$ cat config.mk
export PLATFORM = sky130hd
export DESIGN_NAME = random_permutation_matrix_rows_core
export DESIGN_NICKNAME = d
export VERILOG_FILES = /design/src/design/rpm_pkg.sv /design/src/design/rpm_cell.sv /design/src/design/rpm_mod.sv /design/src/design/random_permutation_matrix_rows_core.sv
export SDC_FILE = /design/constraint.sdc
export NUM_CORES = 1
export LEC_CHECK = 0
export BUFFER_PORTS_ARGS = -buffer_cell sky130_fd_sc_hd__buf_2
export CAP_MARGIN = 10
export CORE_MARGIN = 2
export CORE_UTILIZATION = 45
export CTS_BUF_LIST = sky130_fd_sc_hd__clkbuf_16
export DETAILED_ROUTE_END_ITERATION = 8
export HOLD_SLACK_MARGIN = 0.15
export MAX_ROUTING_LAYER = met4
export PLACE_DENSITY_LB_ADDON = 0.12
export SLEW_MARGIN = 10
export SYNTH_ARGS = -nofsm -noshare
export SYNTH_HDL_FRONTEND = slang
export SYNTH_SLANG_ARGS = --single-unit
$ cat constraint.sdc
create_clock -name clk -period 3.8 [get_ports clk]
set_input_delay 0.76 -clock clk [delete_from_list [all_inputs] [get_ports clk]]
set_output_delay 0.76 -clock clk [all_outputs]
set_load 0.01 [all_outputs]
$ cat src/design/rpm_pkg.sv
// Shared constants and types for the permutation row generator.
package rpm_pkg;

	localparam int MAX_DIM = 64;
	localparam int COL_W   = 6;
	localparam int CNT_W   = 7;
	localparam int RND_W   = 31;
	localparam int ROW_W   = 64;
	localparam int STEP_W  = 5;
	localparam int GRP     = 8;

	typedef struct packed {
		logic             refill;
		logic             shift;
		logic [CNT_W-1:0] pos;
	} rpm_cell_ctrl_t;

endpackage

$ cat src/design/rpm_cell.sv
// One list cell: holds a column number, takes its upper neighbor's value on a removal.
module rpm_cell import rpm_pkg::*; #(
	parameter int IDX = 0
) (
	input  logic                 clk,
	input  logic                 arst_n,
	input  rpm_cell_ctrl_t       ctrl,
	input  logic [COL_W-1:0]     next_val,
	output logic [COL_W-1:0]     val,
	output logic [COL_W-1:0]     pick
);

	localparam logic [COL_W-1:0] OWN_COL = COL_W'(IDX);
	localparam logic [CNT_W-1:0] OWN_POS = CNT_W'(IDX);

	logic [COL_W-1:0] val_q;

	always_ff @(posedge clk or negedge arst_n) begin
		if (!arst_n) begin
			val_q <= OWN_COL;
		end else if (ctrl.refill) begin
			val_q <= OWN_COL;
		end else if (ctrl.shift && (OWN_POS >= ctrl.pos)) begin
			val_q <= next_val;
		end
	end

	assign val  = val_q;
	assign pick = (ctrl.pos == OWN_POS) ? val_q : '0;

endmodule

$ cat src/design/rpm_mod.sv
// Bit-serial remainder of the random word by the remaining count, one bit per cycle.
module rpm_mod import rpm_pkg::*; (
	input  logic             clk,
	input  logic             arst_n,
	input  logic             start,
	input  logic [RND_W-1:0] dividend,
	input  logic [CNT_W-1:0] divisor,
	output logic             last_step,
	output logic [CNT_W-1:0] rem
);

	logic              busy_q;
	logic [STEP_W-1:0] cnt_q;
	logic [RND_W-1:0]  quo_q;
	logic [CNT_W-1:0]  rem_q;
	logic [CNT_W:0]    trial;
	logic [CNT_W:0]    diff;
	logic [CNT_W-1:0]  rem_d;

	always_comb begin
		trial = {rem_q, quo_q[RND_W-1]};
		diff  = trial - {1'b0, divisor};
		rem_d = (trial >= {1'b0, divisor}) ? diff[CNT_W-1:0] : trial[CNT_W-1:0];
	end

	always_ff @(posedge clk or negedge arst_n) begin
		if (!arst_n) begin
			busy_q <= 1'b0;
			cnt_q  <= '0;
		end else if (start) begin
			busy_q <= 1'b1;
			cnt_q  <= STEP_W'(RND_W - 1);
		end else if (busy_q) begin
			cnt_q <= cnt_q - 1'b1;
			if (cnt_q == '0) begin
				busy_q <= 1'b0;
			end
		end
	end

	always_ff @(posedge clk) begin
		if (start) begin
			quo_q <= dividend;
			rem_q <= '0;
		end else if (busy_q) begin
			quo_q <= {quo_q[RND_W-2:0], 1'b0};
			rem_q <= rem_d;
		end
	end

	assign last_step = busy_q && (cnt_q == '0);
	assign rem       = rem_q;

endmodule

$ cat src/design/random_permutation_matrix_rows_core.sv
// A result is registered after the bit-serial remainder (31 remainder bits), the cell shift
// and group select in ST_SEL, and the final select in ST_FIN, which waits for the output register.
// A new input is taken only in ST_IDLE, once the previous result has been registered.
// Output register lets the next input transfer while a result waits.
// Reset (async, active low): size 64, list holds 0..63, row 0, no result pending.
module random_permutation_matrix_rows_core import rpm_pkg::*; #(
	parameter int MAX_DIMENSION = MAX_DIM
) (
	input  logic             clk,
	input  logic             arst_n,
	input  logic             cfg_we,
	input  logic [CNT_W-1:0] cfg_data,
	input  logic             in_valid,
	output logic             in_ready,
	input  logic [RND_W-1:0] random_value,
	output logic             out_valid,
	input  logic             out_ready,
	output logic [COL_W-1:0] chosen_column,
	output logic [ROW_W-1:0] row_bits,
	output logic [COL_W-1:0] row_index,
	output logic             last_row
);

	localparam int NGRP = (MAX_DIMENSION + GRP - 1) / GRP;
	localparam logic [CNT_W-1:0] SIZE_HI = CNT_W'(MAX_DIMENSION);
	localparam logic [CNT_W-1:0] SIZE_LO = CNT_W'(2);

	localparam logic [1:0] ST_IDLE = 2'd0;
	localparam logic [1:0] ST_DIV  = 2'd1;
	localparam logic [1:0] ST_SEL  = 2'd2;
	localparam logic [1:0] ST_FIN  = 2'd3;

	logic [1:0]       state_q;
	logic [CNT_W-1:0] size_q;
	logic [CNT_W-1:0] count_q;
	logic [CNT_W-1:0] size_d;
	logic [CNT_W-1:0] row_d;
	logic [COL_W-1:0] grp_q [NGRP];
	logic [COL_W-1:0] grp_d [NGRP];
	logic [COL_W-1:0] col_d;
	logic [COL_W-1:0] vals  [MAX_DIMENSION];
	logic [COL_W-1:0] picks [MAX_DIMENSION];
	logic             accept;
	logic             fin_fire;
	logic             is_last;
	logic             div_last;
	logic [CNT_W-1:0] pos;
	rpm_cell_ctrl_t   ctrl;

	assign in_ready = (state_q == ST_IDLE);
	assign accept   = in_valid && in_ready;
	assign fin_fire = (state_q == ST_FIN) && (!out_valid || out_ready);
	assign is_last  = (count_q == CNT_W'(1));
	assign row_d    = size_q - count_q;

	always_comb begin
		if (cfg_data < SIZE_LO) begin
			size_d = SIZE_LO;
		end else if (cfg_data > SIZE_HI) begin
			size_d = SIZE_HI;
		end else begin
			size_d = cfg_data;
		end
	end

	always_comb begin
		ctrl.refill = cfg_we || (fin_fire && is_last);
		ctrl.shift  = (state_q == ST_SEL);
		ctrl.pos    = pos;
	end

	rpm_mod u_mod (
		.clk       (clk),
		.arst_n    (arst_n),
		.start     (accept),
		.dividend  (random_value),
		.divisor   (count_q),
		.last_step (div_last),
		.rem       (pos)
	);

	for (genvar i = 0; i < MAX_DIMENSION; i++) begin : g_cell
		logic [COL_W-1:0] nxt;
		if (i == MAX_DIMENSION - 1) begin : g_end
			assign nxt = '0;
		end else begin : g_mid
			assign nxt = vals[i+1];
		end
		rpm_cell #(.IDX(i)) u_cell (
			.clk      (clk),
			.arst_n   (arst_n),
			.ctrl     (ctrl),
			.next_val (nxt),
			.val      (vals[i]),
			.pick     (picks[i])
		);
	end

	always_comb begin
		for (int g = 0; g < NGRP; g++) begin
			grp_d[g] = '0;
			for (int k = 0; k < GRP; k++) begin
				if (g * GRP + k < MAX_DIMENSION) begin
					grp_d[g] = grp_d[g] | picks[g * GRP + k];
				end
			end
		end
	end

	always_comb begin
		col_d = '0;
		for (int g = 0; g < NGRP; g++) begin
			col_d = col_d | grp_q[g];
		end
	end

	always_ff @(posedge clk) begin
		if (state_q == ST_SEL) begin
			grp_q <= grp_d;
		end
	end

	always_ff @(posedge clk or negedge arst_n) begin
		if (!arst_n) begin
			state_q <= ST_IDLE;
			size_q  <= SIZE_HI;
			count_q <= SIZE_HI;
		end else begin
			case (state_q)
				ST_IDLE: begin
					if (accept) begin
						state_q <= ST_DIV;
					end
				end
				ST_DIV: begin
					if (div_last) begin
						state_q <= ST_SEL;
					end
				end
				ST_SEL: begin
					state_q <= ST_FIN;
				end
				ST_FIN: begin
					if (fin_fire) begin
						state_q <= ST_IDLE;
						count_q <= is_last ? size_q : count_q - 1'b1;
					end
				end
				default: begin
					state_q <= ST_IDLE;
				end
			endcase
			if (cfg_we) begin
				size_q  <= size_d;
				count_q <= size_d;
			end
		end
	end

	always_ff @(posedge clk or negedge arst_n) begin
		if (!arst_n) begin
			out_valid <= 1'b0;
		end else if (fin_fire) begin
			out_valid <= 1'b1;
		end else if (out_ready) begin
			out_valid <= 1'b0;
		end
	end

	always_ff @(posedge clk) begin
		if (fin_fire) begin
			chosen_column <= col_d;
			row_bits      <= ROW_W'(1) << col_d;
			row_index     <= row_d[COL_W-1:0];
			last_row      <= is_last;
		end
	end

endmodule

==> results.md, run 1 <==
Global routing:
- The initial antenna violation count is 0.
- The maximum number of pins on one net before global-route repair is around 110.
- In the global route stage, overall resource usage came out at 26.1%.
- The first-pass GRT wire length is approximately 120000 um.
- Global routing finished with a remaining overflow of 0.
- The via count of the first global-routing pass is approximately 19000.

STA:
- For the pin with the worst max-slew slack, the measured transition is about 1.1 ns.
- The part of the cycle the worst path needs is ~77%.
- Derived from the worst setup path, the maximum achievable clock frequency is approximately 340 MHz.
- The max-slew violation count is 0.
- The max-slew headroom at the worst pin is 25.3%.
- The setup clock skew after layout is around 0.025 ns.
- The setup violation total in the final timing report is 0.
- The final period demand of the worst path is roughly 2.9 ns.
- The final worst slack is between 0.8 and 0.9 ns.
- Setup repair after global routing left no endpoint under its margin.
- The final hold violation count is 0.
- The sum of negative setup slack is 0 ns.

Clock tree:
- The CTS tree is done.
- The latest clock arrival within the worst-skew pair is ~0.63 ns.
- No sink is reached through more buffers than the 3 on the longest clock path.
- Clock-pin slew was measured on the worst setup and hold paths at 0.06 ns.
- In this run, CTS created clock tree buffers numbering 57.
- The clock tree synthesis step divided the H-tree into 2 levels.
- The number of setup buffers added after CTS is 0.
- The clock net sink count is 536.
- In this run the clock root is driven by a clkbuf_16.
- The post-CTS resize count is 0.
- The number of buffers inserted by hold repair at cts is 0.

Routing:
- After detailed routing, the met2 layer carries about 34000 um of wire.
- After detailed routing, the number of vias per cell comes to 5.81.
- The wire length on met3 is roughly 4600 um.
- The post-detailed-routing wire length is 74800 um.
- The met1 wire length is 33600 um.
- Before antenna repair, the detailed router went through 7 iterations.
- The number of DRC violations after detailed-routing iteration 0 is 1804.
- The highest layer touched by signal routing is met4.
- The count of nets left with antenna violations once routing finished came out at 0.
- For this block, the via count after detailed routing is ~19000.
- The count of unresolved DRC violations after routing is 0.
- The average routed wire per standard cell is 22.3 um.

Placed design:
- At the placement stage, the worst setup path has a slack of between 0.8 and 0.9 ns.
- Routability-driven placement finished with a final weighted congestion of 0.933.
- The HPWL after detailed placement is roughly 53000 um.
- During placement, the flow inserted port buffers numbering about 120.

Finish:
- The number of nets in the finished design is around 2600.
- The post-route netlist has 22.3% of its cells at a drive strength greater than 1.
- The post-route core utilization is approximately half.
- The repair_antennas step left the layout with diodes totalling 0.
- From synthesis to final layout, the design area changed by 12.5%.

Logic synthesis:
- The count of yosys warnings during synthesis is 0.
- Of all flip-flops after synthesis, the portion carrying an async set or reset was 70.1%.
- The net count of the mapped netlist is about 2500.
- In the synthesized netlist, the number of instances is approximately 2400.
- Synthesis inferred ~540 register bits.
- The total standard cell area after synthesis is ~0.026 mm^2.
- In this run, synthesis inferred ~150 flip-flops with an integrated enable.
- The netlist uses 90 different library cells.
- Averaged over all synthesized cells, the footprint is ~11 um^2.
- The sequential element share of the synthesized area is 55.4%.
- The most frequently used flop master after synthesis is dfrtp_1.

Die:
- The number of top-level pins is between 100 and 150.
- The floorplan step set the die height to 244 um.
- The number of rows in the core area is 87.
- The horizontal die dimension is 244 um.
- The area of the die is slightly below 0.06 mm^2.
- The effective utilization at floorplan is approximately 46%.
- The core region is 0.0567 mm^2.

Setup path:
- The buffer and inverter count on the worst path is 2.
- The cell type group with the largest total delay on the critical path is compound AO/OA/AOI/OAI gates.
- In this run the worst path has a maximum fanout of 50.
- STA puts the critical path data arrival time at 3.47 ns.
- The critical path is of the flip-flop to flip-flop type.
- The worst reg2reg path startpoint is count_q[1].
- The capturing point of the worst reg2reg path is g_cell[16].u_cell.val[3].
- The largest individual stage delay along the critical path comes from the cell a41o_4.
- At the worst endpoint, the required time is 4.33 ns.
- Across all register-to-register paths, the minimum setup slack is 0.86 ns.
- The length in cells of the worst reg-to-reg path is 7.
- The critical path runs through a total of 7 cells.
- STA classifies the critical path startpoint as a flip-flop.
- The critical path's largest stage delay is roughly 0.8 ns.
- The worst setup path is captured at a flip-flop.
- Walking the worst path, the cells encountered are inv_1, ha_1, nor3b_4, a41o_4, a311oi_1, buf_4, o21ai_0.

Job:
- The tool flagged a number of max-cap violations equal to 0.

Hold path:
- The path class of the lowest-slack min-delay path is primary input to asynchronous set/reset pin.

Status:
- The flow ran to the end, and the final reports show no timing, DRC or antenna violations.

Power:
- Power spread over the standard cell area amounts to between 700 and 800 mW/mm^2.
- The standby leakage power is 12.3 nW.
- IR analysis of the VDD net gives a maximum drop of 0.597 mV.
cells in the final DEF (no fill, tap or decap), drive strengths merged, types with 21 or more instances in the layout:
cell	instances
a22oi	22
edfxtp	153
mux2	51
nor3	52
buf	195
nand3	168
dfrtp	213
inv	69
dfstp	163
mux2i	226
nand2	374
nor2	277
o21ai	123
clkinv	27
nor4	21
clkbuf	60
a21oi	117
synthesized netlist by cell type (5+ instances only):
library cell / n / area [um^2]
edfxtp_1: 153 / 4590
mux2_2: 51 / 574
a22oi_1: 22 / 165
o22a_1: 10 / 87.6
buf_6: 14 / 158
o31ai_1: 9 / 67.6
o22ai_1: 11 / 68.8
clkbuf_1: 21 / 78.8
a21oi_1: 111 / 556
mux4_2: 6 / 135
buf_2: 66 / 330
a21oi_2: 5 / 43.8
and3_1: 7 / 43.8
nand2b_1: 13 / 81.3
o21ai_2: 13 / 114
xnor2_1: 6 / 52.6
inv_1: 53 / 199
mux2i_1: 226 / 2260
a31oi_1: 9 / 56.3
buf_1: 5 / 18.8
o211ai_1: 10 / 75.1
o21ai_0: 93 / 465
and2_1: 8 / 50.1
nor2_1: 272 / 1020
dfxtp_1: 7 / 140
nand3_1: 166 / 831
nor4_1: 19 / 119
a221o_1: 13 / 130
a22o_1: 19 / 166
nand4_1: 5 / 31.3
a31o_2: 5 / 43.8
nor3_1: 46 / 230
a221oi_1: 12 / 105
o21ai_1: 15 / 75.1
dfrtp_1: 213 / 5330
a222oi_1: 8 / 80.1
nor3_2: 5 / 50.1
or2_2: 14 / 87.6
dfstp_2: 163 / 4280
nand2_1: 371 / 1390
nor2b_1: 8 / 50.1
buf_4: 34 / 255
ha_1: 20 / 250
cell families (layout without fill, tap and decap cells):
family | Yosys count | count (layout) | synth area share [%]
mux | 283 | 283 | 11.5
flops | 536 | 536 | 55.4
compound gates | 416 | 416 | 10.9
buf+inv | 197 | 360 | 4.07
fa+ha+maj | 22 | 22 | 1.12
simple gates | 968 | 968 | 16.8
xor+xnor | 10 | 10 | 0.338
per-layer routing:
metal | GRT usage (%) | vias to the layer above
met5 | - | -
met1 | 36.2 | 9729
li1 | - | 8900
met4 | 8.95 | 0
met3 | 3.71 | 141
met2 | 39.5 | 683
final cells by class:
| class | count | area (um^2) |
|---|---|---|
| Timing Repair Buffer | 195 | 1250 |
| Inverter | 57 | 214 |
| Tap cell | 756 | 946 |
| Fill cell | 5094 | 27600 |
| Sequential cell | 536 | 14400 |
| Clock buffer | 60 | 1500 |
| Clock inverter | 48 | 343 |
| Multi-Input combinational cell | 1699 | 10500 |
power by group:
part	internal, mW	leakage (nW)	switching (mW)
registers	7.54	6.16	1.12
clock network	3.12	0.932	2.40
logic	2.59	5.20	4.63
worst register-to-register path: stages, from the launching register on:
cell and delay, ns:
dfrtp_1 0.45, inv_1 0.15, ha_1 0.25, nor3b_4 0.40
a41o_4 0.80, a311oi_1 0.29, buf_4 0.29, o21ai_0 0.20
metrics by stage:
| step | instances | hold slack, ns | total power, mW | area, um^2 |
|---|---|---|---|---|
| finish | 3351 | 0.199 | 21.4 | 29100 |
| global route | 3351 | 0.278 | 22.4 | 29100 |
| CTS | 3351 | 0.236 | 21.5 | 29100 |
| detailed placement | 3243 | 0.463 | 15.9 | 27300 |
| global placement | 3243 | 0.461 | 15.8 | 27300 |
| floorplan | 2432 | 0.447 | 13.4 | 25900 |
worst max-delay path by stage:
stage / start / end
3_5_place_dp: out_ready / g_cell[16].u_cell.val[3]
6_report: count_q[1] / g_cell[16].u_cell.val[3]
2_1_floorplan: out_ready / count_q[3]
5_1_grt: count_q[1] / g_cell[17].u_cell.val[5]
3_3_place_gp: out_ready / g_cell[29].u_cell.val[5]
4_1_cts: count_q[1] / g_cell[16].u_cell.val[3]
sequential cells by signal, summed over array words and instances, names as in the netlist, 6 cells and up:
name,flops
grp_q,45
size_q,7
u_mod.rem,7
u_mod.quo_q,31
row_index,6
count_q,7
chosen_column,6
g_cell.u_cell.val,353
row_bits,64
No activity file was read; power rests on OpenSTA's default activity.
==> inputs of run 2 (changes only) <==
- clock period: 3.8 -> 3.1 ns (I/O delays scaled with it)
==> results.md, run 2 (synthesized netlist as in run 1, its figures left out) <==
Status:
- The flow ran to the end, and the final reports show no timing, DRC or antenna violations.

Setup path:
- STA classifies the critical path endpoint as a flip-flop.
- By startpoint and endpoint, the worst setup path is classified as flip-flop to flip-flop.
- The required time of the critical path is 3.62 ns (-0.71 ns).
- The arrival time reported for the critical path endpoint came to 3.13 ns (-0.34 ns).
- The largest driver fanout on the critical path is 35 (-30%).
- The worst setup path is launched from a flip-flop.

Die:
- The number of rows in the core area is 87 (unchanged).
- The horizontal die dimension is 244 um (unchanged).
- The floorplan die height came to 244 um (unchanged).
- The effective utilization at floorplan is 45.7% (unchanged).
- The number of top-level pins was 122 (unchanged).
- The area of the die is 0.0595 mm^2 (unchanged).
- The placeable core region is 0.0567 mm^2 (unchanged).

STA:
- The max-slew headroom at the worst pin is 34.5% (+9.1 points).
- The highest clock frequency the design can meet is 383 MHz (+13%).
- The final hold violation count is 0 (unchanged).
- The part of the cycle the worst path needs is 84.2% (+6.7 points).
- Setup repair after global routing left no endpoint under its margin.
- The setup violation total in the final timing report is 0 (unchanged).
- The slew of the pin with the lowest slew margin was 0.974 ns (-0.136 ns).
- The max-slew violation count is 0 (unchanged).
- The final period demand of the worst path came to 2.61 ns (-0.335 ns).
- The sum of negative setup slack was 0 ns (unchanged).
- The setup clock skew after layout came to 0.0251 ns (+0.0000696 ns).

Clock tree:
- The cell chosen for the clock root is clkbuf_16.
- The latest clock arrival within the worst-skew pair was 0.64 ns (about the same).
- The buffer levels on the longest clock path is 3 (unchanged).
- The number of buffers created by CTS is 59 (+3.5%).
- The clock transition at the register clock pins on the worst setup and hold paths after CTS is 0.06 ns (about the same).
- TritonCTS built the clock tree.
- The clock net sink count was 536 (unchanged).
- The deepest level of the CTS H-tree was 2 (unchanged).

Power:
- The total power after layout is 26.9 mW (+26%).
- The power density over cell area was 909 mW/mm^2 (+24%).
- The worst IR drop on VDD is 0.484 mV (-19%).
- The standby leakage power is 12.5 nW (+1.9%).

Routing:
- The via count of the routed design is 19500 (+0.20%).
- The number of nets with antenna violations after routing is 0 (unchanged).
- The number of DRC violations after detailed-routing iteration 0 is 1763 (-2.3%).
- The count of unresolved DRC violations after routing came to 0 (unchanged).
- The first-pass iteration count of the detailed router is 6 (-1).
- The number of vias per cell after detailed routing was 5.75 (-0.90%).
- The post-detailed-routing wire length is 75400 um (+0.84%).
- The average routed wire per standard cell is 22.3 um (-0.26%).

Global routing:
- The via count of the first global-routing pass is 19100 (-0.13%).
- The maximum number of pins on one net before global-route repair came to 83 (-23%).
- The overall track demand over capacity in global routing came to 26.1% (-0.063 points).
- The first-pass GRT wire length is 117000 um (about the same).
- The final global-route overflow total is 0 (unchanged).
- The initial antenna violation count is 0 (unchanged).

Finish:
- The most common library cell in the layout ignoring fill and taps is nand2_1.
- The area used by multi-input combinational logic is 0.0105 mm^2 (about the same).
- The combined flip-flop and latch cell area came to 0.0144 mm^2 (unchanged).
- Leaving out fill and tap cells, the most frequent cells in the layout are nand2_1, nor2_1, mux2i_1.
- The fill cell total of the finished layout is 5058 (-0.71%).
- Relative to the synthesized area, the layout overhead comes to 14.3%.
- The fraction of final layout cells with drive strength greater than 1 is 23.6% (+1.3 points).
- The number of nets in the finished design is 2645 (+1.3%).
- The flip-flop count of the largest register, all copies and words added is 353 (unchanged).

Placed design:
- The global placement routability congestion is 0.914 (-2.0%).
- The HPWL reported at the end of detailed placement is 52800 um (-0.19%).
- The number of buffers inserted by port buffering is 121 (unchanged).

Job:
- The max capacitance violation total is 0 (unchanged).

Hold path:
- The path class of the lowest-slack min-delay path is primary input to flip-flop.
[run 2: path summary, 6_finish.rpt]
| kind | startpoint | end | slack, ns | depth (start not counted) |
|---|---|---|---|---|
| worst max-delay path | count_q[1] | g_cell[17].u_cell.val[3] | 0.49 | 8 |
| worst min-delay path | cfg_data[6] | count_q[6] | 0.24 | 3 |
| worst max register to register | count_q[1] | g_cell[17].u_cell.val[3] | 0.49 | 8 |
| worst min register to register | g_cell[16].u_cell.val[4] | g_cell[16].u_cell.val[4] | 0.48 | 2 |
| min in group asynchronous | arst_n | g_cell[25].u_cell.val[1] | 0.63 | 2 |
| max in group asynchronous | arst_n | g_cell[40].u_cell.val[3] | 1.59 | 3 |
[run 2: repair_timing]
action | in CTS | in global routing
gates resized for setup | 0 | 0
setup buffers | 0 | 0
hold buffers | 1 | 0
hold endpoints to repair | 43 | 0
[run 2: layer usage]
| metal | GRT usage [%] | part of all wire (%) |
|---|---|---|
| met1 | 36.1 | 45 |
| met3 | 3.48 | 5.6 |
| met5 | - | 0 |
| met2 | 40.2 | 46 |
| met4 | 7.71 | 3.2 |
[run 2: layout make-up]
class	instances	area share, %
flip-flops and latches	536	48.5
multi-input cells	1699	35.6
repair buffers	227	5.37
clock buffers	59	4.99
well taps	756	3.20
clock inverters	53	1.63
inverters	57	0.727
diodes	1	0.00845
[run 2: per-stage QoR]
stage                     area (um^2)  hold slack (ns)  setup slack, ns  util [%]  instances
final                           29600            0.242            0.491      52.2       3388
after global routing            29600            0.244            0.319      52.2       3387
after CTS                       29600            0.211            0.478      52.2       3387
after detailed placement        27600            0.472            0.507      48.7       3274
after global placement          27600            0.465            0.535      48.7       3274
after floorplan                 25900            0.324            0.468         -       2432
[run 2: report_power, final]
group	internal, mW	switching (mW)	total [mW]
Combinational	3.40	5.84	9.24
Sequential	9.24	1.31	10.5
Clock	4.06	3.04	7.11
[run 2: critical path: stages, from the launching register on]
cell	delay [ns]
dfrtp_1	0.47
inv_1	0.18
ha_1	0.23
nor3b_4	0.25
a41o_4	0.50
buf_4	0.47
nor2_1	0.17
nand2_1	0.10
nand2_1	0.05
==> inputs of run 3 (changes only) <==
- ABC_AREA: not set -> 1
- clock period: 3.1 -> 2.4 ns (I/O delays scaled with it)
==> results.md, run 3 <==
Logic synthesis:
- The area share of the largest cell type after synthesis was 20.9% (+0.30 points).
- The post-synthesis sequential element count is 536 (unchanged).
- In the synthesized netlist the dominant register cell turns out to be dfrtp_1.
- The share of flip-flops with an asynchronous set or reset after synthesis is 70.1% (unchanged).
- In the synthesized netlist, the cells that appear most often are nand2_1, nor2_1, inv_1.
- The cell count after synthesis is 3018 (+24%).
- The total standard cell area after synthesis came to 0.0255 mm^2 (-1.4%).
- The mean instance size in the synthesized netlist is 8.46 um^2 (-21%).
- The number of flops mapped to enable cells by yosys is 153 (unchanged).
- Among all cell types in the netlist, the one instantiated most often is nand2_1.
- The net count of the mapped netlist is 3083 (+23%).
- The post-synthesis cell type with the largest combined area is dfrtp_1.
- The count of yosys warnings during synthesis came to 0 (unchanged).
- The number of distinct library cells after synthesis is 49 (-46%).
- After synthesis, the cell types taking the most area are dfrtp_1, edfxtp_1, dfstp_2.
- The sequential element share of the synthesized area came to 56.2% (+0.81 points).

Finish:
- The cell area after layout is 0.0302 mm^2 (+1.9%).
- In the layout the commonest cells are nand2_1, nor2_1, inv_1.
- The non-filler instance count after layout is 4049 (+20%).
- The antenna diode count came to 0 (-1).
- The number of nets in the finished design came to 3307 (+25%).
- The area added between synthesis and finish is 18.1%.
- The flip-flop count of the largest register, all copies and words added is 353 (unchanged).
- The fraction of final layout cells with drive strength greater than 1 is 16.3% (-7.3 points).
- The most common library cell in the layout ignoring fill and taps is nand2_1.

STA:
- The sum of negative setup slack is 0 ns (unchanged).
- The highest clock frequency the design can meet is 436 MHz (+14%).
- The max-slew violation count came to 0 (unchanged).
- The setup clock skew after layout was 0.0363 ns (+0.0112 ns).
- The part of the cycle the worst path needs was 95.6% (+11 points).
- The final period demand of the worst path came to 2.29 ns (-0.315 ns).
- The setup violation total in the final timing report is 0 (unchanged).
- The final hold violation count came to 0 (unchanged).
- The slew of the pin with the lowest slew margin is 0.759 ns (-0.215 ns).
- The max-slew headroom at the worst pin is 49.2% (+15 points).
- Setup repair after global routing left no endpoint under its margin.

Power:
- The worst IR drop on VDD is 0.622 mV (+28%).
- The standby leakage power is 14.2 nW (+14%).
- The power density over cell area is 1230 mW/mm^2 (+35%).

Setup path:
- Traced cell by cell, the critical path runs through inv_2, nor2_2, nand2_1, inv_1, nand2_1, o21ai_0, nor2_1, nand3_1.
- The arrival time reported for the critical path endpoint is 2.77 ns (-0.36 ns).
- In this design, the critical path's most frequently occurring cell is nand2_1.
- The required time of the critical path is 2.87 ns (-0.75 ns).
- The length in cells of the worst reg-to-reg path came to 8 (unchanged).
- The largest driver fanout on the critical path is 8 (-77%).
- The start point of the critical path is u_mod.rem[5].
- The critical path in this run is classified as flip-flop to flip-flop.
- The standard cell with the maximum stage delay on the critical path is dfxtp_1.
- The startpoint type of the worst setup path is a flip-flop.
- The critical path's largest stage delay is 0.56 ns (+0.06 ns).
- The startpoint identified for the worst register-to-register timing path is u_mod.rem[5].
- The worst setup path is captured at a flip-flop.

Die:
- The horizontal die dimension is 242 um (-0.72%).
- The area of the die is 0.0587 mm^2 (-1.4%).
- The effective utilization at floorplan is 45.4% (-0.31 points).
- The floorplan die height is 242 um (-0.72%).
- The placeable core region is 0.0563 mm^2 (-0.77%).
- The number of top-level pins is 122 (unchanged).
- The number of rows in the core area came to 87 (unchanged).

Global routing:
- The global routing usage on met3 was 3.26% (-0.22 points).
- The final global-route overflow total came to 0 (unchanged).
- The initial antenna violation count is 0 (unchanged).
- met2 is the most crowded layer.
- The met1 layer usage reported by global route is 36.2% (+0.053 points).
- The maximum number of pins on one net before global-route repair is 69 (-17%).
- The first-pass GRT wire length is 121000 um (+3.3%).
- The met2 usage in global routing is 42.6% (+2.5 points).
- The via count of the first global-routing pass is 21400 (+12%).
- The overall track demand over capacity in global routing came to 26.8% (+0.72 points).

Clock tree:
- The buffer levels on the longest clock path came to 3 (unchanged).
- TritonCTS built the clock tree.
- The number of buffers created by CTS came to 59 (unchanged).
- The clock transition at the register clock pins on the worst setup and hold paths after CTS is 0.06 ns (about the same).
- The tree is rooted in a clkbuf_16.
- The clock net sink count came to 536 (unchanged).
- The latest clock arrival within the worst-skew pair is 0.65 ns (about the same).
- The number of buffers added for setup after CTS is 0 (unchanged).
- The deepest level of the CTS H-tree came to 2 (unchanged).

Placed design:
- The instance area after placement is 0.0277 mm^2 (about the same).
- The number of buffers inserted by port buffering is 121 (unchanged).
- The HPWL reported at the end of detailed placement is 54500 um (+3.4%).
- The global placement routability congestion is 0.952 (+4.2%).
- The placed cell count is 3899 (+19%).

Routing:
- The first-pass iteration count of the detailed router was 6 (unchanged).
- The via count of the routed design is 21900 (+12%).
- The number of vias per cell after detailed routing was 5.41 (-6.0%).
- The number of nets with antenna violations after routing is 0 (unchanged).
- The count of unresolved DRC violations after routing is 0 (unchanged).
- The average routed wire per standard cell came to 18.8 um (-16%).
- The number of DRC violations after detailed-routing iteration 0 is 1992 (+13%).
- The post-detailed-routing wire length is 76100 um (+0.91%).

Hold path:
- The worst hold path depth came to 3 (unchanged).
- The critical hold path startpoint is cfg_we.
- The worst hold path belongs to the class primary input to flip-flop.

Status:
- The flow ran to the end, and the final reports show no timing, DRC or antenna violations.

Job:
- The max capacitance violation total came to 0 (unchanged).
run 3: changes by cell type in the layout (fill, tap and decap cells not counted), sizes merged, moves of 51 or more:
| cell | change |
|---|---|
| mux2 | -51 |
| inv | +226 |
| nand2 | +515 |
| mux2i | -226 |
| o21ai | +131 |
| nand3 | +98 |
| nor2 | +65 |
run 3: worst max-delay path, delay by kind of cell, from the launching register on:
kind                   cells  cell delay, ns
AND/OR/NAND/NOR            5            0.79
flip-flops                 1            0.56
AO/OA/AOI/OAI              1            0.40
buffers and inverters      2            0.38
run 3: kinds of logic (layout without fill, tap and decap cells):
group / Yosys count / after routing / synth area share [%]
AO/OA/AOI/OAI: 514 / 514 / 11.1
flip-flops: 536 / 536 / 56.2
buffers and inverters: 371 / 646 / 5.81
AND/OR/NAND/NOR: 1567 / 1567 / 25.5
XOR/XNOR: 8 / 8 / 0.274
adder cells (fa/ha/maj): 22 / 22 / 1.14
run 3: metrics by stage:
step	util [%]	hold WS (ns)	setup WS [ns]	total power [mW]
2_1_floorplan	-	0.184	0.121	22.6
5_1_grt	53.6	0.192	0.0107	39.4
3_5_place_dp	49.1	0.458	-0.0723	27.3
6_report	53.6	0.186	0.106	37.1
3_3_place_gp	49.1	0.451	-0.109	27.0
4_1_cts	53.5	0.151	-0.0152	37.2
run 3: cell type report:
type,instances,area (um^2)
fill,5291,26100
clock inverter,52,574
clock buffer,60,1500
multi-input combinational,2111,9790
tap,756,946
timing repair buffer,254,1950
inverter,280,1060
sequential,536,14400
run 3: path summary, 6_finish.rpt:
check / end / slack [ns]
max: grp_q[13] / 0.11
min reg2reg: g_cell[24].u_cell.val[3] / 0.46
min: size_q[6] / 0.19
max reg2reg: grp_q[13] / 0.11
min in group asynchronous: size_q[1] / 0.41
max in group asynchronous: g_cell[42].u_cell.val[3] / 1.11
run 3: layer usage:
layer	share of wire, %	vias up
li1	-	10400
met1	44	10700
met2	48	667
met3	5.3	122
met4	2.7	0
met5	0	-
run 3: repair_timing:
action	4_1_cts	5_1_grt
endpoints found under the hold margin	66	0
hold buffers	38	0
gates resized for setup	4	15
endpoints found under the setup margin	6	53
run 3: power by group:
group          internal [mW]  switching [mW]
clock network           5.83            3.85
logic                   3.74            8.36
registers               13.4            1.97
total                   22.9            14.2
